File: src/hw/rtl/rsob_pkg.sv
// Shared types, constants and saturating fixed-point helpers of the ray caster.
package rsob_pkg;

  localparam int QW          = 48;
  localparam int MAX_SPHERES = 16;
  localparam int MAX_BOXES   = 16;
  localparam int SPH_WORDS   = 4;
  localparam int BOX_WORDS   = 15;

  typedef logic signed [QW-1:0] q_t;

  localparam q_t QMAX = 48'sh7FFF_FFFF_FFFF;
  localparam q_t QMIN = 48'sh8000_0000_0000;

  typedef enum logic [1:0] {
    OP_LOAD_SPH = 2'd0,
    OP_LOAD_BOX = 2'd1,
    OP_CAST     = 2'd2,
    OP_NONE     = 2'd3
  } op_t;

  typedef enum logic [1:0] {
    ALU_MUL  = 2'd0,
    ALU_DIV  = 2'd1,
    ALU_SQRT = 2'd2
  } alu_op_t;

  typedef enum logic [1:0] {
    VEC_MV  = 2'd0,
    VEC_DIR = 2'd1,
    VEC_L   = 2'd2,
    VEC_AX  = 2'd3
  } vec_sel_t;

  typedef enum logic [4:0] {
    S_IDLE, S_DOT, S_DOT_ACC, S_WAIT, S_LEN_SQ, S_LEN_DONE, S_DIR, S_DIR_DONE,
    S_SPH_NEXT, S_BOX_NEXT, S_FETCH, S_SPH_L, S_SPH_TCA, S_SPH_LL, S_SPH_TT,
    S_SPH_R2, S_SPH_SQ, S_BOX_D, S_BOX_AX, S_BOX_E, S_BOX_F, S_BOX_T1, S_BOX_T2,
    S_OUT, S_OUT_DONE, S_RESULT
  } state_t;

  typedef struct packed {
    logic    start;
    alu_op_t op;
    q_t      a;
    q_t      b;
  } alu_req_t;

  typedef struct packed {
    logic done;
    q_t   res;
  } alu_rsp_t;

  function automatic q_t qadd(q_t a, q_t b);
    logic signed [QW:0] s;
    s = {a[QW-1], a} + {b[QW-1], b};
    if (s[QW] != s[QW-1]) return s[QW] ? QMIN : QMAX;
    return s[QW-1:0];
  endfunction

  function automatic q_t qsub(q_t a, q_t b);
    logic signed [QW:0] s;
    s = {a[QW-1], a} - {b[QW-1], b};
    if (s[QW] != s[QW-1]) return s[QW] ? QMIN : QMAX;
    return s[QW-1:0];
  endfunction

  function automatic q_t sx32(logic [31:0] v);
    return {{(QW-32){v[31]}}, v};
  endfunction

  function automatic logic [31:0] out_coord(q_t v);
    if (v > 48'sh0000_7FFF_FFFF) return 32'h7FFF_FFFF;
    if (v < -48'sh0000_8000_0000) return 32'h8000_0000;
    return v[31:0];
  endfunction

  // Applies a sign to an unsigned magnitude and clamps to the Q31.16 range.
  function automatic q_t signed_mag(logic neg, logic [79:0] mag);
    if (neg) begin
      if (mag > 80'h8000_0000_0000) return QMIN;
      return -$signed(mag[QW-1:0]);
    end
    if (mag > 80'h7FFF_FFFF_FFFF) return QMAX;
    return $signed(mag[QW-1:0]);
  endfunction

endpackage

File: src/hw/rtl/rsob_alu.sv
// Shared multi-cycle unit: saturating Q31.16 multiply, divide and square root.
module rsob_alu (
  input  logic               clk,
  input  logic               rst_n,
  input  rsob_pkg::alu_req_t req,
  output rsob_pkg::alu_rsp_t rsp
);
  import rsob_pkg::*;

  alu_op_t     op_r;
  logic        busy_r, done_r, neg_r;
  logic [6:0]  cnt_r;
  logic [47:0] ma_r, mb_r;
  logic [95:0] macc_r;
  logic [48:0] rem_r;
  logic [63:0] quo_r, sqn_r, sqres_r, sqbit_r;
  q_t          res_r;

  logic [47:0] ua, ub;
  logic [48:0] rem_sh;
  logic [63:0] sq_try;

  assign ua     = req.a[47] ? 48'(-req.a) : 48'(req.a);
  assign ub     = req.b[47] ? 48'(-req.b) : 48'(req.b);
  assign rem_sh = {rem_r[47:0], quo_r[63]};
  assign sq_try = sqres_r + sqbit_r;

  assign rsp.done = done_r;
  assign rsp.res  = res_r;

  always_ff @(posedge clk) begin
    if (!rst_n) begin
      busy_r <= 1'b0;
      done_r <= 1'b0;
    end else begin
      done_r <= 1'b0;
      if (req.start) begin
        op_r  <= req.op;
        neg_r <= req.a[47] ^ req.b[47];
        case (req.op)
          ALU_MUL: begin
            ma_r   <= ua;
            mb_r   <= ub;
            macc_r <= '0;
            cnt_r  <= 7'd3;
            busy_r <= 1'b1;
          end
          ALU_DIV: begin
            if (ub == '0) begin
              res_r  <= '0;
              done_r <= 1'b1;
            end else begin
              mb_r   <= ub;
              rem_r  <= '0;
              quo_r  <= {ua, 16'h0000};
              cnt_r  <= 7'd64;
              busy_r <= 1'b1;
            end
          end
          default: begin
            if (req.a[47] || req.a == '0) begin
              res_r  <= '0;
              done_r <= 1'b1;
            end else begin
              sqn_r   <= {req.a, 16'h0000};
              sqres_r <= '0;
              sqbit_r <= 64'h4000_0000_0000_0000;
              cnt_r   <= 7'd32;
              busy_r  <= 1'b1;
            end
          end
        endcase
      end else if (busy_r && cnt_r != '0) begin
        cnt_r <= cnt_r - 7'd1;
        case (op_r)
          ALU_MUL: begin
            // Sixteen multiplier bits per cycle, most significant chunk first.
            macc_r <= (macc_r << 16) + {32'h0, ma_r * mb_r[47:32]};
            mb_r   <= mb_r << 16;
          end
          ALU_DIV: begin
            if (rem_sh >= {1'b0, mb_r}) begin
              rem_r <= rem_sh - {1'b0, mb_r};
              quo_r <= {quo_r[62:0], 1'b1};
            end else begin
              rem_r <= rem_sh;
              quo_r <= {quo_r[62:0], 1'b0};
            end
          end
          default: begin
            if (sqn_r >= sq_try) begin
              sqn_r   <= sqn_r - sq_try;
              sqres_r <= (sqres_r >> 1) + sqbit_r;
            end else begin
              sqres_r <= sqres_r >> 1;
            end
            sqbit_r <= sqbit_r >> 2;
          end
        endcase
      end else if (busy_r) begin
        busy_r <= 1'b0;
        done_r <= 1'b1;
        case (op_r)
          ALU_MUL: res_r <= signed_mag(neg_r, macc_r[95:16]);
          ALU_DIV: res_r <= signed_mag(neg_r, {16'h0000, quo_r});
          default: res_r <= $signed(sqres_r[47:0]);
        endcase
      end
    end
  end

endmodule

File: config.mk
export PLATFORM = sky130hd
export DESIGN_NAME = rsob_alu
export DESIGN_NICKNAME = d
export VERILOG_FILES = /design/src/hw/rtl/rsob_pkg.sv /design/src/hw/rtl/rsob_alu.sv
export SDC_FILE = /design/constraint.sdc
export NUM_CORES = 2
export LEC_CHECK = 0
export BUFFER_PORTS_ARGS = -buffer_cell sky130_fd_sc_hd__buf_2
export CELL_PAD_IN_SITES_DETAIL_PLACEMENT = 1
export CELL_PAD_IN_SITES_GLOBAL_PLACEMENT = 2
export CORE_MARGIN = 2
export CORE_UTILIZATION = 41
export DETAILED_ROUTE_END_ITERATION = 6
export GPL_TIMING_DRIVEN = 0
export PLACE_DENSITY_LB_ADDON = 0.1
export SKIP_LAST_GASP = 1
export SLEW_MARGIN = 10
export SYNTH_ARGS = -nofsm -noshare
export SYNTH_HDL_FRONTEND = slang
export SYNTH_SLANG_ARGS = --single-unit
File: constraint.sdc
create_clock -name clk -period 16.64 [get_ports clk]
set_clock_uncertainty 0.1 [all_clocks]
set_input_delay 1.664 -clock clk [delete_from_list [all_inputs] [get_ports clk]]
set_output_delay 1.664 -clock clk [all_outputs]
set_load 0.02 [all_outputs]
---- Word-level counts from Yosys, hierarchy flattened ----
Cells that the tools add are included.
word-level totals
  flip-flop bits (word level) ............. 556
  latch bits .............................. 0
  memory bits (writable) .................. 0
  ROM bits ................................ 0
  bits of input ports ..................... 101
  output and inout bits ................... 49
  logic and storage cells ................. 185
  memories kept ........................... 0
cells by class
  add/sub/neg operators ................... 10
  $mul .................................... 1
  div/mod/pow operators ................... 0
  order comparisons ....................... 6
  equality and inequality tests ........... 15
  shift operators ......................... 0
  muxes and demuxes ....................... 114
  bitwise gates (word level) .............. 1
  reduce and logical (&&, ||, !) cells .... 24
operator list
  operator                                                                 count
  64-bit 2-to-1 mux                                                        22
  48-bit 2-to-1 mux                                                        29
  96-bit 2-to-1 mux                                                        4
  48-bit case mux with 2 select lines                                      3
  48-bit negator                                                           4
  96-bit by 48-bit adder with 96-bit output                                1
  48-bit logical NOT                                                       2
  80-bit by 47-bit > comparator with 1-bit output (second input constant)  1
  80-bit by 48-bit > comparator with 1-bit output (second input constant)  1
  63-bit by 64-bit adder with 64-bit output                                1
  64-bit adder                                                             1
  64-bit greater-or-equal comparator                                       1
  64-bit by 47-bit > comparator with 1-bit output (second input constant)  1
  64-bit by 48-bit > comparator with 1-bit output (second input constant)  1
  64-bit subtractor                                                        1
  49-bit by 48-bit greater-or-equal comparator with 1-bit output           1
  1-bit 2-to-1 mux                                                         49
  48-bit by 16-bit multiplier with 48-bit output                           1
  48-bit subtractor                                                        1
  7-bit 2-to-1 mux                                                         4
  5-bit AND reduction                                                      3
  7-bit case mux with 2 select lines                                       1
  6-bit AND reduction                                                      2
  2-bit != test (second input constant)                                    5
  17 further kinds                                                         31

---- Depth between registers and ports, before layout ----
  depth after elaboration ................. 18
  gate-level depth with buffers ........... 38
  gate-level depth less buffers ........... 35

---- Worst setup path before layout ----
No wires, ideal clock.
  path type ............................... input -> register
  start point ............................. input port req[53] in the netlist's numbering
  end point ............................... register sqn_r[0] (enable)
  data arrival time ....................... 12312 ps
  data required time ...................... 15957 ps
  path slack .............................. 3645 ps
  stages .................................. 10
  buffers on the path ..................... 0
  path through ............................ or4_1 > nor4_1 > nand4_1 > or3_1 > nand2b_1 > inv_1 > a31oi_1 > nand3_1 > a21oi_1 > a21boi_0
on the way
  longest elaborated chain between the ends .. 4
ends and longest elaborated chain
  what                                  line            text
  from (decl)                           rsob_alu.sv:5   input rsob_pkg::alu_req_t req,
  48-bit logical NOT                    rsob_alu.sv:61  if (req.a[47] || req.a == '0) begin
  1-bit logical OR                      rsob_alu.sv:61
  2-bit != test (no source line)        n/a
  6-bit AND reduction (no source line)  n/a
  to (signal assigned)                  rsob_alu.sv:65  sqn_r <= {req.a, 16'h0000};
  to (signal assigned)                  rsob_alu.sv:92  sqn_r <= sqn_r - sq_try;
  to (decl)                             rsob_alu.sv:16  logic [63:0] quo_r, sqn_r, sqres_r, sqbit_r;
No other way between the ends.
A chain may end at the register's enable or synchronous reset.

---- Worst setup path in the final report ----
  start point ............................. register mb_r[37]
  end point ............................... register macc_r[73] (data pin)
on the way
  longest elaborated chain between the ends .. 5
ends and longest elaborated chain
  what                                            line            text
  from (decl)                                     rsob_alu.sv:13  logic [47:0] ma_r, mb_r;
  from (signal assigned)                          rsob_alu.sv:43  mb_r <= ub;
  from (signal assigned)                          rsob_alu.sv:53  mb_r <= ub;
  from (signal assigned)                          rsob_alu.sv:79  mb_r <= mb_r << 16;
  48-bit by 16-bit multiplier with 48-bit output  rsob_alu.sv:78  macc_r <= (macc_r << 16) + {32'h0, ma_r * mb_r[47:32]};
  96-bit by 48-bit adder with 96-bit output       rsob_alu.sv:78
  96-bit 2-to-1 mux                               rsob_alu.sv:75  case (op_r)
  96-bit 2-to-1 mux                               rsob_alu.sv:73  end else if (busy_r && cnt_r != '0) begin
  96-bit 2-to-1 mux                               rsob_alu.sv:37  if (req.start) begin
  to (signal assigned)                            rsob_alu.sv:78
  to (decl)                                       rsob_alu.sv:14  logic [95:0] macc_r;
No other way between the ends. The select of a mux whose other input is x is not followed.

==> impl_metrics.env <==
export IMPL_outcome="finished, final reports clean"
export IMPL_setup_worst_path_end="macc_r[73]"
export IMPL_post_drt_wl_per_cell_um=26.8
export IMPL_crit_type="reg -> reg"
export IMPL_grt_ovfl_total=0
export IMPL_slew_headroom=0.0842
export IMPL_fin_ws_ps=3970
export IMPL_io_pin_count=150
export IMPL_drtAntennaViolNets=0
export IMPL_synth_ff_latch_count=524
export IMPL_fmax_mhz=78.9
export IMPL_syn_area_per_cell_um2=8.81
export IMPL_nets=7869
export IMPL_clk_pin_slew_ps=60
export IMPL_crit_start="mb_r[37]"
export IMPL_yosysMostFrequentCell="nand2_1"
export IMPL_coreArea_um2=143000
export IMPL_area_growth_pct=9.84
export IMPL_vias=52300
export IMPL_cts_tree="built"
export IMPL_cp_slowest_stage_delay_ps=1020
export IMPL_grt_pass1_wl_um=354000
export IMPL_synth_top_cell_by_area="edfxtp_1"
export IMPL_arrival_ps=12930
export IMPL_reg2reg_slack_ps=3970
export IMPL_cp_common_cell="fa_1"
export IMPL_netlist_area_um2=59100
export IMPL_cts_sinks=524
export IMPL_final_util=0.453
export IMPL_drive_gt1_frac=0.0531
export IMPL_async_flop_share=0
export IMPL_worstReg2RegEnd="macc_r[73]"
export IMPL_die_x_um=384
export IMPL_drc=0
export IMPL_globalplace_congestion=0.960
export IMPL_synthTopCellsByArea="edfxtp_1 (27%), fa_1 (18%), ha_1 (6.3%), nand2_1 (5.4%), inv_1 (4.5%)"
export IMPL_slew_violations=0
export IMPL_netlist_top_cells_count="nand2_1 (850), inv_1 (714), nor2_1 (553), fa_1 (531), edfxtp_1 (522)"
export IMPL_synthCells=6713
export IMPL_worstPathMaxFanout=10
export IMPL_rr_worst_depth=34
export IMPL_die_h_um=384
export IMPL_start_util=0.413
export IMPL_worst_pin_slew_ps=1370
export IMPL_first_pass_iters=5
export IMPL_synth_ff_type="edfxtp_1"
export IMPL_placed_area_um2=62700
export IMPL_hold_path_class="reg -> reg"
export IMPL_clkLatencyLatePin_ps=680
export IMPL_cts_made_buffers=61
export IMPL_synth_top_area_share=0.265
export IMPL_setup_violations=0
export IMPL_postCtsSetupRepairBufs=0
export IMPL_crit_slowest_cell="o31ai_1"
export IMPL_maxCapViolCount=0
export IMPL_grt_max_degree=62
export IMPL_cts_root_buf="clkbuf_16"
export IMPL_endpoint_kind="register"
export IMPL_antenna_found_initial=24
export IMPL_syn_nets=7644
export IMPL_ys_seq_area_frac=0.266
export IMPL_synth_edf_count=522
export IMPL_die_area_um2=147000
export IMPL_initialDrtViolationCount=4247
export IMPL_cts_path_max_buffers=3
export IMPL_period_share=0.762
export IMPL_period_minus_slack_ps=12670
export IMPL_h_tree_depth=2
export IMPL_hpwl_um=196000
export IMPL_cp_start_kind="register"
export IMPL_required_ps=16900
export IMPL_hold_viol_final=0
export IMPL_wl_um=239000
export IMPL_port_buffer_count=141
export IMPL_synth_cell_types=88
export IMPL_cts_resized=0
export IMPL_rows=139
export IMPL_rsz0062_at_grt="false"
export IMPL_gr_usage_all_layers=0.322
export IMPL_synth_warnings=0
export IMPL_vias_per_cell=5.87
export IMPL_hold_buffers=0
export IMPL_final_area_um2=64900
export IMPL_grt_pass1_vias=53100
export IMPL_timing_rr_start="mb_r[37]"
export IMPL_pre_cts_ws_ps=4120
==> worst min-delay path by stage <==
stage	startpoint	to	slack, ps	depth (start not counted)
floorplan	quo_r[49]	quo_r[50]	450	2
global placement	quo_r[56]	quo_r[57]	460	1
detailed placement	rem_r[43]	rem_r[44]	470	1
CTS	rem_r[43]	rem_r[44]	490	1
global route	quo_r[54]	quo_r[55]	510	1
finish	rem_r[43]	rem_r[44]	490	1
==> worst max-delay path, delay by kind of cell, from the launching register on <==
kind	cells	cell delay, ps
DFF	1	370
adders and majority gates	8	3400
and+or+nand+nor	8	1700
AOI/OAI and AO/OA	9	3630
buffers and inverters	7	2740
xor gates and xnor gates	2	400
==> layout make-up <==
class                      count  area, um^2
antenna                       14        35.0
buffer                       365        1410
clock buffer                  72        1640
clock inverter                40         515
fill                       16900       78400
inverter                     715        2680
multi-input combinational   5109       39400
sequential                   524       15700
tap                         1903        2380
timing repair buffer         162        1170
==> through the flow <==
| step | setup TNS, ps | hold WS, ps | std cells |
|---|---|---|---|
| 6_report | 0 | 489 | 8904 |
| 5_1_grt | 0 | 513 | 8891 |
| 4_1_cts | 0 | 487 | 8890 |
| 3_5_place_dp | 0 | 473 | 8778 |
| 3_3_place_gp | -213220 | 462 | 8757 |
| 2_1_floorplan | 0 | 448 | 6713 |
==> kinds of logic after synthesis <==
kind of cell | after synthesis | synth area share
xor+xnor | 497 | 0.0736
fa+ha+maj | 830 | 0.243
mux | 67 | 0.0119
compound gates | 1328 | 0.144
flops | 524 | 0.266
simple gates | 2387 | 0.192
buf+inv | 1080 | 0.0691
==> cells in the final DEF (no fill, tap or decap), types with 243 or more instances in the layout <==
| master | count |
|---|---|
| a21oi_1 | 367 |
| clkbuf_1 | 341 |
| edfxtp_1 | 522 |
| fa_1 | 531 |
| ha_1 | 299 |
| inv_1 | 714 |
| nand2_1 | 850 |
| nor2_1 | 553 |
| o21ai_0 | 283 |
| xnor2_1 | 254 |
| xor2_1 | 243 |
==> sequential cells by signal, summed over array words and instances, names as in the netlist, 2 cells and up <==
signal	flops
macc_r	96
quo_r	64
sqn_r	64
sqres_r	64
ma_r	48
mb_r	48
rem_r	48
res_r	48
sqbit_r	32
cnt_r	7
op_r	2
==> metal layers <==
layer	wire length [um]	up-vias	GRT usage
met1	108000	26800	0.465
met3	15500	304	0.0389
met2	107000	1679	0.505
met4	7910	12	0.0969
li1	-	23400	-
met5	84	-	0
Power is left out: the tool's default activity adds up to more than one toggle a clock period on the data nets, which glitch-free logic cannot reach.
